## src/hw/rtl/b32enc_pkg.sv

```systemverilog
// Shared types and constants for the base32 custom-alphabet encoder.
// Holds the payload structs, register map and the two symbol alphabets.
// No dependencies.
package b32enc_pkg;

    localparam int unsigned DataWidth   = 8;
    localparam int unsigned SymWidth    = 5;
    localparam int unsigned CharWidth   = 7;
    localparam int unsigned AccWidth    = 12;
    localparam int unsigned HeldWidth   = 4;
    localparam int unsigned AlphaDepth  = 32;
    localparam int unsigned MaxSyms     = 3;
    localparam int unsigned PaddrWidth  = 3;

    // register word index (paddr[2])
    localparam logic RegAlphabetSelect = 1'b0;

    typedef struct packed {
        logic [DataWidth-1:0] data_byte;
        logic                 final_byte;
    } src_item_t;

    typedef struct packed {
        logic [CharWidth-1:0] symbol_char;
        logic                 final_symbol;
    } sym_item_t;

    localparam logic [7:0] ALPHA_FIRST [AlphaDepth] = '{
        "5", "6", "A", "F", "G", "H", "J", "B", "C", "D", "E", "K", "L", "V", "Z", "7",
        "M", "N", "P", "2", "Y", "T", "U", "8", "9", "3", "4", "Q", "R", "S", "W", "X"
    };

    localparam logic [7:0] ALPHA_SECOND [AlphaDepth] = '{
        "A", "D", "5", "H", "J", "K", "6", "E", "U", "V", "W", "F", "G", "L", "M", "N",
        "P", "2", "B", "C", "3", "4", "Q", "R", "S", "T", "X", "Y", "Z", "7", "8", "9"
    };

    function automatic logic [CharWidth-1:0] map_symbol(
        input logic                sel,
        input logic [SymWidth-1:0] idx
    );
        logic [7:0] c;
        begin
            c = sel ? ALPHA_SECOND[idx] : ALPHA_FIRST[idx];
            return c[CharWidth-1:0];
        end
    endfunction

endpackage

```

## src/hw/rtl/base32_custom_alphabet_encoder_core.sv

```systemverilog
// Base32 encoder core with two selectable fixed alphabets.
// Uses b32enc_pkg for payload structs, register map and alphabet tables.
// Single module: bit accumulator, symbol buffer, output register, APB register.

// Each accepted byte is merged into a 12-bit accumulator (acc = acc << 8 | byte)
// and split into one or two full 5-bit symbols, plus a zero-padded symbol on the
// byte marked final when bits remain; a message of n bytes gives ceil(8n/5)
// symbols, the last one flagged with final_symbol. Symbols leave one per cycle,
// while sym_ready allows, through a registered output; each byte yields 1 to 3
// symbols. A new byte is taken in the same cycle the last buffered symbol moves
// out. alphabet_select sits at byte address 0; the user must write it only while
// the encoder is idle, as the block itself does not enforce this.
module base32_custom_alphabet_encoder_core (
    input  logic                                clk,
    input  logic                                rst_n,
    // byte input
    input  logic                                src_valid,
    output logic                                src_ready,
    input  b32enc_pkg::src_item_t               src_data,
    // symbol output
    output logic                                sym_valid,
    input  logic                                sym_ready,
    output b32enc_pkg::sym_item_t               sym_data,
    // configuration
    input  logic                                psel,
    input  logic                                penable,
    input  logic                                pwrite,
    input  logic [b32enc_pkg::PaddrWidth-1:0]   paddr,
    input  logic [31:0]                         pwdata,
    output logic [31:0]                         prdata,
    output logic                                pready
);

    localparam int unsigned SW = b32enc_pkg::SymWidth;
    localparam int unsigned AW = b32enc_pkg::AccWidth;
    localparam int unsigned HW = b32enc_pkg::HeldWidth;

    // config register
    logic alpha_sel_reg;
    logic cfg_wr;
    logic cfg_hit;

    assign pready  = 1'b1;
    assign cfg_hit = (paddr[2] == b32enc_pkg::RegAlphabetSelect);
    assign cfg_wr  = psel && penable && pwrite && cfg_hit;
    assign prdata  = cfg_hit ? {31'd0, alpha_sel_reg} : 32'd0;

    always_ff @(posedge clk or negedge rst_n)
    begin
        if (!rst_n)
        begin
            alpha_sel_reg <= 1'b0;
        end
        else if (cfg_wr)
        begin
            alpha_sel_reg <= pwdata[0];
        end
    end

    // accumulator state; held count is 0..4 between bytes
    logic [AW-1:0]   acc_reg,  acc_next;
    logic [HW-2:0]   held_reg, held_next;

    // symbol buffer, entry 0 is next out
    logic [SW-1:0]   buf_sym_reg  [b32enc_pkg::MaxSyms];
    logic [SW-1:0]   buf_sym_next [b32enc_pkg::MaxSyms];
    logic [1:0]      buf_cnt_reg,  buf_cnt_next;
    logic            buf_last_reg, buf_last_next;

    // output register
    logic                  out_valid_reg, out_valid_next;
    b32enc_pkg::sym_item_t out_data_reg,  out_data_next;

    logic            src_fire;
    logic            pop;
    logic [AW-1:0]   merged;
    logic [HW-1:0]   held_sum;
    logic            two_full;
    logic [HW-1:0]   rem;
    logic            pad;

    assign pop       = (buf_cnt_reg != 2'd0) && (!out_valid_reg || sym_ready);
    assign src_ready = (buf_cnt_reg == 2'd0) || ((buf_cnt_reg == 2'd1) && pop);
    assign src_fire  = src_valid && src_ready;

    assign sym_valid = out_valid_reg;
    assign sym_data  = out_data_reg;

    always_comb
    begin
        merged   = {acc_reg[AW-9:0], src_data.data_byte};
        held_sum = {1'b0, held_reg} + HW'(8);
        two_full = (held_sum >= HW'(10));
        rem      = two_full ? (held_sum - HW'(10)) : (held_sum - HW'(5));
        pad      = src_data.final_byte && (rem != '0);

        acc_next      = acc_reg;
        held_next     = held_reg;
        buf_sym_next  = buf_sym_reg;
        buf_cnt_next  = buf_cnt_reg;
        buf_last_next = buf_last_reg;

        if (src_fire)
        begin
            buf_sym_next[0] = merged[SW-1:0];
            buf_sym_next[1] = merged[2*SW-1:SW];
            buf_sym_next[2] = {{(3*SW-AW){1'b0}}, merged[AW-1:2*SW]};
            buf_cnt_next    = 2'(two_full ? 2 : 1) + 2'(pad);
            buf_last_next   = src_data.final_byte;
            if (src_data.final_byte)
            begin
                acc_next  = '0;
                held_next = '0;
            end
            else
            begin
                acc_next  = two_full ? (merged >> (2*SW)) : (merged >> SW);
                held_next = rem[HW-2:0];
            end
        end
        else if (pop)
        begin
            buf_sym_next[0] = buf_sym_reg[1];
            buf_sym_next[1] = buf_sym_reg[2];
            buf_cnt_next    = buf_cnt_reg - 2'd1;
        end

        out_valid_next = out_valid_reg;
        out_data_next  = out_data_reg;
        if (pop)
        begin
            out_valid_next             = 1'b1;
            out_data_next.symbol_char  = b32enc_pkg::map_symbol(alpha_sel_reg, buf_sym_reg[0]);
            out_data_next.final_symbol = buf_last_reg && (buf_cnt_reg == 2'd1);
        end
        else if (sym_ready)
        begin
            out_valid_next = 1'b0;
        end
    end

    always_ff @(posedge clk or negedge rst_n)
    begin
        if (!rst_n)
        begin
            acc_reg       <= '0;
            held_reg      <= '0;
            buf_cnt_reg   <= 2'd0;
            buf_last_reg  <= 1'b0;
            out_valid_reg <= 1'b0;
        end
        else
        begin
            acc_reg       <= acc_next;
            held_reg      <= held_next;
            buf_cnt_reg   <= buf_cnt_next;
            buf_last_reg  <= buf_last_next;
            out_valid_reg <= out_valid_next;
        end
    end

    always_ff @(posedge clk)
    begin
        buf_sym_reg  <= buf_sym_next;
        out_data_reg <= out_data_next;
    end

endmodule
```

## config.mk

```make
export PLATFORM = sky130hd
export DESIGN_NAME = base32_custom_alphabet_encoder_core
export DESIGN_NICKNAME = d
export VERILOG_FILES = /design/src/hw/rtl/b32enc_pkg.sv /design/src/hw/rtl/base32_custom_alphabet_encoder_core.sv
export SDC_FILE = /design/constraint.sdc
export NUM_CORES = 1
export LEC_CHECK = 0
export BUFFER_PORTS_ARGS = -buffer_cell sky130_fd_sc_hd__buf_2
export CORE_UTILIZATION = 55
export CTS_BUF_LIST = sky130_fd_sc_hd__clkbuf_8
export DETAILED_ROUTE_END_ITERATION = 10
export GPL_ROUTABILITY_DRIVEN = 0
export GPL_TIMING_DRIVEN = 0
export MAX_ROUTING_LAYER = met4
export PLACE_DENSITY = 0.88
export SLEW_MARGIN = 30
export SYNTH_ARGS = -nofsm -noshare
export SYNTH_HDL_FRONTEND = slang
export SYNTH_SLANG_ARGS = --single-unit
export TNS_END_PERCENT = 50
```

## constraint.sdc

```tcl
create_clock -name clk -period 7.6 [get_ports clk]
set_clock_uncertainty 0.2 [all_clocks]
set_input_delay 0.76 -clock clk [delete_from_list [all_inputs] [get_ports clk]]
set_output_delay 0.76 -clock clk [all_outputs]
set_load 0.01 [all_outputs]
```

Word-level counts from Yosys, hierarchy flattened
Memories as Yosys holds them, arrays and structs flattened.
Cells that the tools add are included.
{"block": "op_classes", "n_bitwise": 2, "addsub": 5, "magnitude_cmp": 2, "n_reduce_logical": 16, "eq_ne": 1, "muxes": 17}
{"cell": "$mux 7", "n": 5}
{"cell": "$mux 10", "n": 2}
{"cell": "$mux 4", "n": 3}
{"cell": "$logic_and 1x1->1", "n": 8}
{"cell": "$ge 6x6->1 const B", "n": 1}
{"cell": "$mux 2", "n": 3}
{"cell": "$not 5->6", "n": 1}
{"cell": "$reduce_bool 2->1", "n": 3}
{"cell": "$add 3x4->4 const B", "n": 1}
{"cell": "$ge 4x4->1 const B", "n": 1}
{"cell": "$reduce_bool 4->1", "n": 1}
{"cell": "$sub 4x3->4 const B", "n": 1}
{"cell": "$sub 4x4->4 const B", "n": 1}
{"cell": "$mux 1", "n": 3}
{"cell": "$mux 3", "n": 1}
{"cell": "$add 2x1->2", "n": 1}
{"cell": "$eq 2x1->1 const B", "n": 1}
{"cell": "$logic_not 2->1", "n": 1}
{"cell": "$logic_or 1x1->1", "n": 2}
{"cell": "$sub 2x1->2 const B", "n": 1}
{"cell": "$logic_not 1->1", "n": 1}
{"cell": "$not 1->1", "n": 1}
{"block": "totals", "memories": 2, "wordCells": 56, "input_bits": 51, "romBits": 512, "out_inout_bits": 43, "register_bits": 32}
{"name": "(name not given)", "depth": 32, "word_bits": 8, "rd": 1, "rd_ports_with_merged_regs": 0, "write_ports": 0, "line_no": "b32enc_pkg.sv:44", "rtl": "c = sel ? ALPHA_SECOND[idx] : ALPHA_FIRST[idx];"}
{"name": "(name not given)", "depth": 32, "word_bits": 8, "rd": 1, "rd_ports_with_merged_regs": 0, "write_ports": 0, "line_no": "b32enc_pkg.sv:44"}

Logic depth before layout (Yosys ltp)
{"block": "depth", "ltp_word": 7, "ltp_mapped": 8, "depth_no_buf": 7}

Worst setup path before layout
OpenSTA, ideal clock, no wires.
{"block": "synth_timing", "path_type": "reg-to-reg", "from": "reg buf_sym_reg[10] (netlist bit)", "to": "reg out_data_reg (netlist bit sym_data[1]), data pin", "setup_ns": 0.275, "period_less_slack_ns": 2.425, "required_time_ns": 7.125, "setup_slack_ns": 5.175, "n_path_buf": 0, "stages_incl_launch_ff": 8, "t_arrival_ns": 1.949, "cell_sequence": "edfxtp_1 > inv_1 > ha_1 > and2b_1 > a211oi_1 > a211o_1 > a2111oi_1 > a311oi_1"}
{"block": "synth_via", "elab_chain_len": 5, "elab_cells_between_ends": 8, "classes_between": "mux: 5; bitwise: 1; memory: 2"}
{"element": "start, declared", "line_no": "base32_custom_alphabet_encoder_core.sv:65", "rtl": "logic [SW-1:0] buf_sym_reg [b32enc_pkg::MaxSyms];"}
{"element": "start signal, assigned", "line_no": "base32_custom_alphabet_encoder_core.sv:164", "rtl": "buf_sym_reg <= buf_sym_next;"}
{"element": "$not 5->6 (not written as such) (*)", "line_no": "b32enc_pkg.sv:44"}
{"element": "$mem_v2 32x8"}
{"element": "$mux 7 (not written as such) (2 in series)", "line_no": "b32enc_pkg.sv:44"}
{"element": "$mux 7 (*)", "line_no": "b32enc_pkg.sv:44"}
{"element": "end signal, assigned", "line_no": "base32_custom_alphabet_encoder_core.sv:165", "rtl": "out_data_reg <= out_data_next;"}
{"element": "end, declared", "line_no": "base32_custom_alphabet_encoder_core.sv:72", "rtl": "b32enc_pkg::sym_item_t out_data_reg, out_data_next;"}
Mark *: on every way between the ends. The rest lies on a longest branch, timed or not. The select of a mux whose other input is x is not followed.
A chain may end at the register's enable or synchronous reset.

Worst setup path after layout
Same ends and word-level chain as after synthesis.

==> run_results.csv <==
group,metric,value,unit
logic_synthesis,synth_top_area_share,24.7,%
logic_synthesis,syn_area_per_cell,8.87,sq um
logic_synthesis,synthArstFlopShare,37.5,%
floorplanning,core,0.00412,sq mm
floorplanning,num_rows,23,
logic_synthesis,yosys_warnings,0,
power,p_leak,0.00138,uW
sta,period_share,35.9,%
power,peakVddDrop,189,uV
route,drc_errors,0,
floorplanning,die_x,68.5,um
critical_path,required,7410,ps
clocking,cts_root_buf,"clkbuf_8",
floorplanning,die-area,0.00469,sq mm
run_status,status,"complete, no violations",
logic_synthesis,synth_edf_count,20,
final_layout,finalInstanceArea,0.00284,sq mm
grt,grt_start_max_net_pins,13,
logic_synthesis,synth_area,0.00243,sq mm
route,routedWlPerCell,12.6,um
sta,slew_violations,0,
final_layout,drive_above_1_share,24.2,%
route,via_count,2065,
grt,grt_pass1_vias,1741,
sta,hold_viol_final,0,
sta,setup_violations,0,
route,ant_nets,0,
grt,grt_pass1_wl,7.65,mm
clocking,cts.sinks,32,
clocking,clkTransAtPathRegs,70,ps
placement,place_area,0.00274,sq mm
critical_path,end_kind,"flip-flop",
logic_synthesis,ys_ff_latch,32,
power,powerDensity,389,mW/mm^2
floorplanning,die_h,68.5,um
route,drtPass1Iterations,5,
final_layout,fin_nets,404,
placement,io_buffer_count,27,
route,drt_iter0_drc,211,
placement,place_hpwl,3.65,mm
clocking,insertion_delay,280,ps
final_layout,largest_reg_flops,12,
critical_path,cp_max_fo,12,
grt,grt-ovfl-total,0,
clocking,cts_tree,"done",
sta,holdWs,151,ps
logic_synthesis,netlist_instances,274,
final_layout,fin_util,69.0,%
power,finalPower,1100,uW
logic_synthesis,ys_types,54,
final_layout,antennaDiodeCount,0,
grt,grtUsageTotal,23.2,%
logic_synthesis,synth.area.top_cells,"edfxtp_1, dfrtp_1, buf_4, ha_1, nand2_1",
logic_synthesis,synthMostInstantiatedCell,"nand2_1",
floorplanning,initial_utilization,59.1,%
logic_synthesis,synth-seq-area-share,37.1,%
logic_synthesis,synth_common_cells,"nand2_1, buf_4, edfxtp_1",
clocking,hold_buffers,0,
clocking,ctsResizeCount,0,
clocking,post_cts.repair.setup_buffers,0,
logic_synthesis,synth_largest_area_cell,"edfxtp_1",
clocking,htree_levels,2,
logic_synthesis,synth_top_flop_cell,"edfxtp_1",
sta,max_freq,367,MHz
grt,antenna_found_initial,0,
floorplanning,num_io_pins,94,
final_layout,syn2layout_area_growth,16.9,%
sta,relSlewSlack,42.5,%
route,via_per_inst,5.31,
critical_path,crit_type,"reg -> reg",
clocking,clk_path_buf_depth,2,
sta,fin_crit,2730,ps
min_path,hold_path.class,"in -> async",
critical_path,crit_arrival,2540,ps
route,routed_wl,4.90,mm
clocking,cts_buffers,5,
sta,rsz0062_at_grt,"no",
sta,finalSetupTns,0,ps
job,max_cap_violations,0,
critical_path,critPathLaunchType,"flip-flop",
sta,worst_slew_pin_slew,861,ps
where the power goes:
group	switching [uW]	leakage (uW)	internal, uW
registers	46.3	0.000346	285
logic	370	0.000973	261
clock network	62.3	0.0000557	81.3
routing by layer:
metal	part of all wire (%)	vias to the layer above	global-route usage [%]
met2	51	104	38.4
met3	7.1	12	5.83
met5	0	-	-
li1	-	1024	-
met1	40	925	26.7
met4	1.8	0	9.64
through the flow:
| stage | std cells | worst slack, ps |
|---|---|---|
| floorplan | 304 | 5180 |
| global route | 389 | 4740 |
| detailed placement | 381 | 4910 |
| global placement | 381 | 4950 |
| finish | 389 | 4870 |
| CTS | 389 | 4900 |
path summary, 6_finish.rpt:
check	from	end	slack, ps	cells after the start
worst max-delay path	buf_sym_reg[10]	sym_data[1]	4870	7
worst min-delay path	rst_n	acc_reg[3]	150	1
worst max register to register	buf_sym_reg[10]	sym_data[1]	4870	7
worst min register to register	buf_last_reg	buf_last_reg	290	2
max in group asynchronous	rst_n	buf_cnt_reg[1]	6820	1
min in group clk	buf_last_reg	buf_last_reg	290	2
placed cells by master, fill, tap and decap left out, drive strengths merged, types with 2 or more instances in the layout:
cell	synthesis	final
a211oi	2	2
nor2b	7	7
or3	3	3
o21ai	16	16
nand2b	5	5
mux2	3	3
mux2i	4	4
inv	15	16
dfrtp	12	12
a21oi	16	16
clkbuf	4	11
nand2	43	43
nand3b	2	2
nand4	2	2
conb	2	32
o31ai	4	4
and2	5	5
o221ai	2	2
a211o	2	2
o211ai	4	4
nor2	13	13
nor3	3	3
edfxtp	20	20
ha	15	15
buf	43	70
a31oi	3	3
nand3	4	4
o311ai	2	2
cell type report:
type,instances,area (sq um)
tap,50,62.6
sequential,32,901
inverter,15,58.8
timing repair buffer,27,135
fill,332,1270
clock buffer,7,96.3
buffer,47,322
multi-input combinational,210,1260
clock inverter,1,3.75
worst max-delay path: stages (launching register included):
cell       delay, ps
edfxtp_1         620
inv_1            180
ha_1             370
and2b_1          320
a211oi_1          80
a211o_1          290
a2111oi_1        320
a311oi_1          80
kinds of logic after synthesis:
group / Yosys count / share of synthesized area, %
simple gates: 92 / 18.4
buf+inv: 62 / 15.6
compound gates: 61 / 16.2
flops: 32 / 37.1
fa+ha+maj: 15 / 7.72
mux: 8 / 3.96
other cells: 2 / 0.309
xor+xnor: 2 / 0.721
(Power assumes the default switching activity.)
